--- config.mk ---
export PLATFORM = sky130hd
export DESIGN_NAME = tlpq_ctrl
export DESIGN_NICKNAME = d
export VERILOG_FILES = /design/src/rtl/tlpq_pkg.sv /design/src/rtl/tlpq_ctrl.sv
export SDC_FILE = /design/constraint.sdc
export NUM_CORES = 1
export LEC_CHECK = 0
export ABC_CLOCK_PERIOD_IN_PS = 6200
export BUFFER_PORTS_ARGS = -buffer_cell sky130_fd_sc_hd__buf_4
export CORE_MARGIN = 3
export CORE_UTILIZATION = 50
export DETAILED_ROUTE_END_ITERATION = 6
export PLACE_DENSITY_LB_ADDON = 0.25
export SYNTH_ARGS = -nofsm -noshare
export SYNTH_HDL_FRONTEND = slang
export SYNTH_SLANG_ARGS = --single-unit
--- constraint.sdc ---
create_clock -name aclk -period 6.2 [get_ports aclk]
set_input_delay 0.62 -clock aclk [delete_from_list [all_inputs] [get_ports aclk]]
set_output_delay 0.62 -clock aclk [all_outputs]
set_load 0.1 [all_outputs]
--- src/rtl/tlpq_pkg.sv ---
`timescale 1ns / 1ps

package tlpq_pkg;

    // Width of the payload field on the result channel.
    localparam int OUT_PAYLOAD_BITS = 32;

    // Number of priority levels; level n is held in store bank n-1.
    localparam int LEVELS = 3;

    localparam logic KIND_ENQ = 1'b0;
    localparam logic KIND_DEQ = 1'b1;

    typedef enum logic [1:0] {
        ST_OK       = 2'd0,
        ST_EMPTY    = 2'd1,
        ST_FULL     = 2'd2,
        ST_BAD_PRIO = 2'd3
    } status_t;

    typedef struct packed {
        logic wr_en;
        logic rd_en;
    } mem_op_t;

    typedef struct packed {
        status_t    status;
        logic [1:0] level;
        logic       now_empty;
        logic       deq_ok;
    } result_t;

endpackage

--- src/rtl/tlpq_ctrl.sv ---
`timescale 1ns / 1ps

module tlpq_ctrl #(
    parameter int QUEUE_DEPTH = 64,
    parameter int IDX_BITS    = 6
) (
    input  logic                  aclk,
    input  logic                  aresetn,
    input  logic                  fire,
    input  logic                  kind,
    input  logic [1:0]            prio,
    output tlpq_pkg::mem_op_t     mem_op,
    output logic [IDX_BITS+1:0]   mem_addr,
    output tlpq_pkg::result_t     result
);
    import tlpq_pkg::*;

    localparam int CNT_BITS = $clog2(QUEUE_DEPTH + 1);

    // Each level is a circular FIFO in its own bank of the store; the total
    // count caps the sum of all levels at the queue depth.
    logic [IDX_BITS-1:0] head_reg  [LEVELS];
    logic [IDX_BITS-1:0] head_next [LEVELS];
    logic [IDX_BITS-1:0] tail_reg  [LEVELS];
    logic [IDX_BITS-1:0] tail_next [LEVELS];
    logic [CNT_BITS-1:0] cnt_reg   [LEVELS];
    logic [CNT_BITS-1:0] cnt_next  [LEVELS];
    logic [CNT_BITS-1:0] total_reg;
    logic [CNT_BITS-1:0] total_next;

    logic [1:0] enq_idx;
    logic [1:0] deq_idx;

    function automatic logic [IDX_BITS-1:0] ptr_inc(input logic [IDX_BITS-1:0] p);
        logic [IDX_BITS-1:0] r;
        if (p == IDX_BITS'(QUEUE_DEPTH - 1)) begin
            r = '0;
        end else begin
            r = p + IDX_BITS'(1);
        end
        return r;
    endfunction

    assign enq_idx = (prio == 2'd0) ? 2'd0 : prio - 2'd1;

    // Strict priority: the highest level that holds an entry is served.
    always_comb begin
        if (cnt_reg[2] != '0) begin
            deq_idx = 2'd2;
        end else if (cnt_reg[1] != '0) begin
            deq_idx = 2'd1;
        end else begin
            deq_idx = 2'd0;
        end
    end

    always_comb begin
        head_next  = head_reg;
        tail_next  = tail_reg;
        cnt_next   = cnt_reg;
        total_next = total_reg;
        mem_op     = '0;
        mem_addr   = '0;
        result     = '0;
        result.status = ST_OK;
        if (kind == KIND_ENQ) begin
            if (prio == 2'd0) begin
                result.status = ST_BAD_PRIO;
            end else if (total_reg == CNT_BITS'(QUEUE_DEPTH)) begin
                result.status = ST_FULL;
            end else begin
                mem_op.wr_en       = fire;
                mem_addr           = {enq_idx, tail_reg[enq_idx]};
                tail_next[enq_idx] = ptr_inc(tail_reg[enq_idx]);
                cnt_next[enq_idx]  = cnt_reg[enq_idx] + CNT_BITS'(1);
                total_next         = total_reg + CNT_BITS'(1);
            end
        end else begin
            if (total_reg == '0) begin
                result.status = ST_EMPTY;
            end else begin
                mem_op.rd_en       = fire;
                mem_addr           = {deq_idx, head_reg[deq_idx]};
                head_next[deq_idx] = ptr_inc(head_reg[deq_idx]);
                cnt_next[deq_idx]  = cnt_reg[deq_idx] - CNT_BITS'(1);
                total_next         = total_reg - CNT_BITS'(1);
                result.level       = deq_idx + 2'd1;
                result.deq_ok      = 1'b1;
            end
        end
        result.now_empty = (total_next == '0);
    end

    always_ff @(posedge aclk) begin
        if (!aresetn) begin
            for (int i = 0; i < LEVELS; i++) begin
                head_reg[i] <= '0;
                tail_reg[i] <= '0;
                cnt_reg[i]  <= '0;
            end
            total_reg <= '0;
        end else if (fire) begin
            head_reg  <= head_next;
            tail_reg  <= tail_next;
            cnt_reg   <= cnt_next;
            total_reg <= total_next;
        end
    end

endmodule
==> results of run 1 <==
==> power by group through the flow <==
stage / Sequential [uW] / Combinational [uW] / Clock [uW]
2_1_floorplan: 478 / 725 / 0
3_3_place_gp: 494 / 869 / 0
3_5_place_dp: 495 / 875 / 0
4_1_cts: 486 / 879 / 367
5_1_grt: 493 / 953 / 383
6_report: 489 / 893 / 364
==> final cells by class <==
class                      instances  area [um2]  area share, %
sequential                        63        1260           27.8
inverter                          12        45.0          0.992
multi-input combinational        418        2720           60.0
clock inverter                     7        72.6           1.60
clock buffer                       9         124           2.73
tap                              102         128           2.81
timing repair buffer              25         188           4.13
==> worst max path at each step <==
stage / slack [ps] / depth (start not counted) / to
final: 2420 / 10 / result[1]
after detailed placement: 2760 / 8 / result[1]
after CTS: 2420 / 10 / result[1]
after floorplan: 180 / 7 / result[1]
after global placement: 2780 / 8 / result[1]
after global routing: 2190 / 10 / result[1]
==> layer usage <==
metal / vias to the layer above / share of wire, % / global-route usage (%)
met2: 185 / 46 / 40.5
met5: - / 0 / 0
met3: 32 / 7.3 / 4.24
met4: 0 / 2.6 / 8.63
met1: 1969 / 44 / 32.2
li1: 1984 / - / -
==> metrics by stage <==
stage / total power (uW) / utilization (%)
final: 1750 / 57.3
after detailed placement: 1370 / 54.8
after CTS: 1730 / 57.3
after floorplan: 1200 / -
after global routing: 1830 / 57.3
after global placement: 1360 / 54.8
==> worst register-to-register path: stages (launching register included) <==
cell and delay [ps]:
dfxtp_1 390, nor4_4 880, nand3_1 180, a31oi_2 440, ha_1 310, inv_1 50
a311oi_1 210, nand4_1 380, a22oi_1 320, nor2_1 60
==> layout by cell type, fill, tap and decap left out, types with 7 or more instances in the layout <==
cell type	n
nor2_1	58
a21o_1	7
a31oi_1	15
mux2i_1	29
nand2_1	29
o22ai_1	9
a22o_1	8
and3_1	8
inv_1	11
o21ai_0	35
xor2_1	10
nor3_1	10
buf_4	25
a21oi_1	54
dfxtp_1	63
or4_1	7
clkbuf_8	9
a211oi_1	8
nand3_1	31
xnor2_1	9
==> cells by family (layout without fill, tap and decap cells) <==
| group | Yosys count | after routing | synth area share [%] |
|---|---|---|---|
| AOI/OAI and AO/OA | 189 | 189 | 30.4 |
| and+or+nand+nor | 176 | 176 | 21.9 |
| DFF | 63 | 63 | 30.0 |
| buffers and inverters | 49 | 53 | 5.30 |
| muxes | 29 | 29 | 6.91 |
| xor gates and xnor gates | 19 | 19 | 3.96 |
| adders and majority gates | 5 | 5 | 1.49 |
==> impl_metrics.csv, run 1 <==
group,metric,value,unit
power,leakage,0.00166,uW
setup_path,worst_path_most_repeated_cell,"inv_1",
power,power_density,385,nW/um2
hold_path,hold_end,"head_reg[6]",
power,p_int,892,uW
finish,largest_reg_flops,20,
clock_tree,cts_resized,0,
drt,post_drt_wl_per_cell,18.8,um
synth,yosysUniqueCellTypes,69,
setup_path,critical-path-top-delay-family,"simple AND/OR/NAND/NOR gates",
setup_path,end_kind,"output port",
clock_tree,clock_latency,350,ps
setup_path,worstSetupPathType,"reg2out",
floorplanning,rows,32,
sta,rsz0062_at_grt,"false",
placed_design,placed_cells,620,
setup_path,crit_fanout,14,
finish,nets,540,
floorplanning,core,7930,um2
sta,worst_slack,2420,ps
sta,fin_tns_setup,0,ps
synth,syn-mean-instance-area,7.93,um2
finish,final_cells,636,
synth,synth_common_cells,"63 x dfxtp_1, 58 x nor2_1, 54 x a21oi_1",
clock_tree,cts_tree,"done",
global_routing,grt_pass1_vias,3837,
setup_path,cp_slowest_stage_delay,390,ps
placed_design,place_ws,2760,ps
synth,synth.most_common_cell,"dfxtp_1",
synth,yosysSeqAreaShare,30.0,%
clock_tree,hold_buffers,0,
global_routing,grt_pass1_wl,19.3,mm
floorplanning,start_util,53.0,%
status,status,"complete, no violations",
clock_tree,cts_root_buf,"clkbuf_8",
synth,yosys.area.top_type,"dfxtp_1",
setup_path,start_kind,"register",
sta,slew_headroom,35.8,%
setup_path,r2r_end,"head_reg[0]",
floorplanning,io_pins,22,
global_routing,antenna_found_initial,0,
power,netSwitchingFraction,48.9,%
setup_path,r2r_slack,2870,ps
sta,slew_violations,0,
sta,clock_skew,9.19,ps
sta,post-route-period-util,60.9,%
drt,vias,4170,
hold_path,hold-path-cell-count,2,
sta,tightest_slew,956,ps
synth,synthTopCellsByArea,"dfxtp_1 30%, mux2i_1 6.9%, a21oi_1 6.4%, nor2_1 5.2%, o21ai_0 4.2%",
clock_tree,cts_buffers,9,
synth,syn_nets,541,
floorplanning,die_w,97.7,um
synth,synth-edff-count,0,
drt,routed_via_density,6.56,
sta,period_minus_slack,3780,ps
setup_path,reg2regPathDepth,9,
power,power.switching,855,uW
synth,syn_inst,530,
setup_path,setup.worst_path.start,"total_reg[0]",
sta,worst_hold_slack,457,ps
drt,wl,11.9,mm
finish,nFillCells,744,
drt,drt_iter0_markers,413,
sta,hold_viol,0,
clock_tree,clk_pin_slew,80,ps
drt,dr.pass1.iters,7,
hold_path,worstHoldStart,"head_reg[6]",
clock_tree,htreeDepth,3,
global_routing,grt_overflow_total,0,
sta,fmaxAchievable,0.265,GHz
clock_tree,cts_setup_buffers,0,
placed_design,portBuffers,21,
placed_design,gp_congestion,0.995,
finish,design_area,4540,um2
global_routing,grt_max_degree,40,
synth,yosys.area.top_type_share,30.0,%
synth,synth_warnings,0,
setup_path,required,5580,ps
drt,drc_errors,0,
floorplanning,dieArea,9540,um2
setup_path,arrival,3160,ps
job,maxCapViolCount,0,
sta,setup_viol_count_final,0,
setup_path,timing.rr.start,"cnt_reg[7]",
hold_path,hp-class,"reg2reg",
global_routing,grt_usage,24.6,%
power,vdd_drop_max,0.187,mV
finish,drive_above_1_share,12.4,%
synth,ys.flop_type,"dfxtp_1",
floorplanning,die_y,97.7,um
power,pwr-share-comb,51.1,%
clock_tree,cts_sinks,63,
power,seq_power_share,28.0,%
placed_design,dp_hpwl,8.38,mm
setup_path,cp.buffers_inverters,3,
power,p_clk_share,20.9,%
synth,netlist_area,4200,um2
finish,antenna_cells,0,
setup_path,cp_cell_sequence,"inv_1 -> ha_1 -> nor3b_4 -> nand3_1 -> nand2_1 -> inv_1 -> a221oi_1 -> a21oi_1 -> nor4_2 -> buf_4",
synth,synthArstFlopShare,0,%
clock_tree,ctsLongestPathBuffers,2,
finish,synthToLayoutAreaGrowth,8.10,%
drt,ant_nets,0,
placed_design,post_dp_cell_area,4340,um2
synth,ys_ff_latch,63,
setup_path,slowest_stage,"dfxtp_1",
(Power assumes the default switching activity.)
==> inputs of run 2 (changes only) <==
- ABC_CLOCK_PERIOD_IN_PS: 6200 -> 3700
- clock period: 6.2 -> 3.7 ns (I/O delays scaled with it)
==> run 2 against run 1 <==
Net effect: via count grew 1.8%; global-route usage rose by 1.2 points; wire length rose by 0.49%; largest power group unchanged.
==> impl_metrics.csv, run 2 (synthesized netlist as in run 1, its figures left out) <==
group,metric,value,unit
setup_path,start_kind,"register",
floorplanning,start_util,53.0,%
clock_tree,htreeDepth,3,
setup_path,arrival,3020,ps
global_routing,grt_usage,25.8,%
sta,slew_headroom,53.1,%
clock_tree,clk_pin_slew,90,ps
sta,clock_skew,10.4,ps
sta,rsz0062_at_grt,"false",
setup_path,r2r_slack,720,ps
drt,wl,12.0,mm
drt,wl_met3,937,um
finish,synthToLayoutAreaGrowth,9.47,%
clock_tree,cts_buffers,9,
sta,slew_violations,0,
setup_path,required,3330,ps
finish,final_cell_mix,"63 x dfxtp_1, 58 x nor2_1, 54 x a21oi_1, 35 x o21ai_0",
setup_path,crit_fanout,9,
global_routing,grt_pass1_wl,20.3,mm
clock_tree,clock_latency,360,ps
finish,layout_commonest_cell,"dfxtp_1",
drt,highest_layer,"met4",
finish,seqCellArea,1260,um2
finish,antenna_cells,0,
drt,wl_met1,5.15,mm
sta,hold_viol,0,
hold_path,hp-class,"in2reg",
sta,fmaxAchievable,0.295,GHz
sta,post-route-period-util,91.7,%
finish,nets,546,
floorplanning,die_y,97.7,um
sta,period_minus_slack,3390,ps
global_routing,grt_overflow_total,0,
global_routing,antenna_found_initial,0,
drt,ant_nets,0,
drt,route.met2.wl,5.57,mm
power,power_density,636,nW/um2
sta,worst_slack,308,ps
drt,routed_via_density,6.61,
drt,dr.pass1.iters,5,
power,vdd_drop_max,0.341,mV
floorplanning,rows,32,
clock_tree,ctsLongestPathBuffers,2,
finish,multi_input_area,2750,um2
clock_tree,cts_tree,"done",
floorplanning,io_pins,22,
drt,drc_errors,0,
floorplanning,core,7930,um2
setup_path,end_kind,"output port",
sta,tightest_slew,701,ps
placed_design,portBuffers,21,
drt,drt_iter0_markers,448,
clock_tree,cts_sinks,63,
floorplanning,die_w,97.7,um
finish,fin_util,58.0,%
placed_design,gp_congestion,0.941,
placed_design,dp_hpwl,8.41,mm
drt,post_drt_wl_per_cell,18.7,um
sta,fin_tns_setup,0,ps
placed_design,place_ws,573,ps
sta,setup_viol_count_final,0,
floorplanning,dieArea,9540,um2
finish,largest_reg_flops,20,
finish,drive_above_1_share,13.7,%
finish,nFillCells,744,
setup_path,worstSetupPathType,"reg2out",
clock_tree,cts_root_buf,"clkbuf_8",
global_routing,grt_max_degree,40,
power,leakage,0.00168,uW
job,maxCapViolCount,0,
global_routing,grt_pass1_vias,3981,
status,status,"complete, no violations",
drt,vias,4244,
==> run 2: changes by cell type in the layout (fill, tap and decap cells not counted), sizes merged <==
| cell | delta |
|---|---|
| bufinv | -1 |
| buf | +6 |
| clkinv | +1 |
==> run 2: metal layers <==
| metal | vias to the layer above | global-route usage [%] |
|---|---|---|
| li1 | 2000 | - |
| met1 | 1997 | 33.9 |
| met2 | 202 | 40.9 |
| met3 | 45 | 5.24 |
| met4 | 0 | 11.2 |
| met5 | - | 0 |
==> run 2: through the flow <==
step	std cells	hold slack [ps]	total power [uW]	instance area (um2)
floorplan	530	428	2030	4230
global placement	625	436	2320	4410
detailed placement	625	442	2330	4410
CTS	641	399	2890	4590
global route	642	442	3090	4600
finish	642	403	2920	4600
==> run 2: layout make-up <==
type,count,area share (%)
well taps,102,2.78
inverters,12,0.980
repair buffers,31,5.06
clock inverters,7,1.28
clock buffers,9,2.69
flip-flops and latches,63,27.4
multi-input cells,418,59.8
==> run 2: worst max-delay path, cell delays in order, from the launching register on <==
cell and delay [ps]:
dfxtp_1 450, inv_1 80, ha_1 220, nor3b_4 160
buf_4 170, a31oi_1 250, mux2i_1 140, xnor2_1 130
or4_1 590, nor4_4 150, buf_4 320
==> run 2: final timing paths <==
kind / end / from / cells past startpoint
worst max-delay path: result[1] / total_reg[0] / 10
worst min register to register: head_reg[7] / head_reg[7] / 2
worst min-delay path: total_reg[6] / fire / 3
worst max register to register: head_reg[0] / cnt_reg[11] / 9
==> run 2: power breakdown <==
| part | leakage [uW] | switching [uW] | internal, uW | total, uW |
|---|---|---|---|---|
| sequential | 0.000511 | 75.0 | 740 | 815 |
| combinational | 0.00108 | 1070 | 473 | 1540 |
| clock | 0.0000860 | 319 | 249 | 569 |
==> run 2: repair_timing <==
| action | 4_1_cts | 5_1_grt |
|---|---|---|
| hold buffers | 0 | 0 |
| gates resized for setup | 0 | 0 |
| setup buffers | 0 | 1 |
| setup endpoints to repair | 0 | 1 |
==> inputs of run 3 (changes only) <==
- CELL_PAD_IN_SITES_DETAIL_PLACEMENT: default -> 1
- CELL_PAD_IN_SITES_GLOBAL_PLACEMENT: default -> 1
- CORE_UTILIZATION: 50 -> 46
==> run 3 against run 2 <==
Net effect: cell count grew 1.1%; clock power is essentially flat; flip-flop and latch count is the same; combinational power grew 3%; fmax shrank 1.8%; worst hold slack gained 3.5 ps; register-to-register slack lost 100 ps; via count grew 0.87%; clock skew shrank 0.84 ps; sequential power grew 0.5%; die area grew 8.1%; critical endpoint unchanged; largest cell class unchanged.
==> impl_metrics.csv, run 3 (synthesized netlist as in run 1, its figures left out) <==
group,metric,value,unit
status,status,"complete, no violations",
hold_path,hold-path-cell-count,2,
hold_path,hold_end,"total_reg[4]",
sta,post-route-period-util,93.4,%
sta,setup_viol_count_final,0,
drt,ant_nets,0,
setup_path,start_kind,"register",
floorplanning,dieArea,10300,um2
global_routing,antenna_found_initial,0,
floorplanning,die_y,102,um
drt,post_drt_wl_per_cell,21.1,um
job,maxCapViolCount,0,
floorplanning,io_pins,22,
finish,layout_commonest_cell,"dfxtp_1",
drt,drc_errors,0,
setup_path,r2r_slack,620,ps
setup_path,required,3330,ps
setup_path,slowest_stage,"dfxtp_1",
sta,worst_slack,244,ps
floorplanning,start_util,47.7,%
clock_tree,cts_tree,"done",
finish,synthToLayoutAreaGrowth,9.65,%
sta,slew_violations,0,
drt,drt_iter0_markers,341,
floorplanning,rows,34,
sta,worst_hold_slack,406,ps
finish,final_cells,649,
power,leakage,0.00168,uW
setup_path,worst_path_most_repeated_cell,"inv_1",
clock_tree,clock_latency,350,ps
clock_tree,htreeDepth,3,
power,vdd_drop_max,0.345,mV
setup_path,setup.worst_path.start,"total_reg[0]",
sta,fin_tns_setup,0,ps
setup_path,crit_fanout,14,
setup_path,critical-path-top-delay-family,"simple AND/OR/NAND/NOR gates",
sta,rsz0062_at_grt,"false",
sta,hold_viol,0,
drt,routed_via_density,6.60,
drt,wl,13.7,mm
floorplanning,core,8810,um2
placed_design,placed_cells,631,
global_routing,grt_pass1_wl,22.1,mm
hold_path,worstHoldStart,"fire",
sta,period_minus_slack,3460,ps
setup_path,cp_slowest_stage_delay,400,ps
sta,slew_headroom,47.3,%
sta,fmaxAchievable,0.289,GHz
clock_tree,clk_pin_slew,70,ps
finish,drive_above_1_share,13.7,%
power,power_density,646,nW/um2
global_routing,grt_max_degree,40,
finish,nets,547,
clock_tree,cts_buffers,9,
clock_tree,ctsLongestPathBuffers,2,
hold_path,hp-class,"in2reg",
clock_tree,cts_root_buf,"clkbuf_8",
global_routing,grt_overflow_total,0,
sta,tightest_slew,789,ps
clock_tree,hold_buffers,0,
setup_path,reg2regPathDepth,11,
setup_path,timing.rr.start,"total_reg[0]",
floorplanning,die_w,102,um
finish,largest_reg_flops,20,
placed_design,place_ws,496,ps
drt,dr.pass1.iters,5,
clock_tree,cts_sinks,63,
drt,vias,4281,
setup_path,cp_cell_sequence,"inv_1 -> ha_1 -> nor3b_4 -> nand3_1 -> nand2_1 -> inv_1 -> a221oi_1 -> a21oi_1 -> nor4_4 -> buf_4",
setup_path,r2r_end,"cnt_reg[1]",
placed_design,dp_hpwl,9.80,mm
global_routing,grt_usage,27.1,%
setup_path,arrival,3090,ps
setup_path,worstSetupPathType,"reg2out",
global_routing,grt_pass1_vias,4224,
setup_path,end_kind,"output port",
placed_design,gp_congestion,0.911,
finish,antenna_cells,0,
setup_path,cp.buffers_inverters,3,
finish,final_cell_mix,"63 x dfxtp_1, 58 x nor2_1, 54 x a21oi_1, 35 x o21ai_0, 32 x buf_4",
placed_design,portBuffers,21,
sta,clock_skew,9.56,ps
[run 3: cell count changes in the layout (fill, tap and decap cells not counted)]
cell	change
buf_4	+1
clkbuf_1	+1
clkbuf_8	+1
clkinv_4	-3
inv_6	-1
clkinv_2	+2
[run 3: worst reg2reg max path: stages (launching register included)]
cell	delay, ps
dfxtp_1	500
inv_1	80
ha_1	230
nor3b_4	170
nand3_1	220
nand2_1	160
inv_1	400
o21ai_1	100
buf_4	200
a21oi_1	510
o211ai_1	210
o211a_1	180
[run 3: routing by layer]
metal  up-vias  wire length (um)  track usage [%]
met4         0               214             7.67
met1      2140              6030             36.1
met2       120              6680             45.1
met3        22               752             5.03
met5         -                 0                0
li1       1999                 -                -
[run 3: stage by stage]
step | total power, uW | cell area, um2 | utilization [%]
finish | 2980 | 4610 | 52.3
global route | 3130 | 4610 | 52.3
CTS | 2940 | 4590 | 52.1
detailed placement | 2380 | 4420 | 50.1
global placement | 2340 | 4420 | 50.1
floorplan | 2030 | 4230 | -
[run 3: area by class of cell]
type,instances,area (um2)
clock buffers,11,141
clock inverters,5,33.8
well taps,108,135
flip-flops and latches,63,1260
inverters,12,45.0
fillers,1091,4200
multi-input cells,418,2750
repair buffers,32,240
[run 3: power breakdown]
group	internal [uW]	switching (uW)	total, uW
Combinational	480	1110	1590
Clock	261	307	567
Sequential	740	78.8	819
Total	1480	1500	2980
[run 3: worst max path at each step]
stage / cells after the start / slack, ps / endpoint
3_5_place_dp: 10 / 500 / result[1]
4_1_cts: 10 / 100 / result[1]
5_1_grt: 10 / 80 / result[1]
6_report: 10 / 240 / result[1]
3_3_place_gp: 10 / 650 / result[1]
2_1_floorplan: 8 / -210 / result[1]
[run 3: repair_timing]
item | in CTS | in global routing
setup endpoints to repair | 0 | 1
setup buffers | 0 | 2
gates resized for setup | 0 | 0
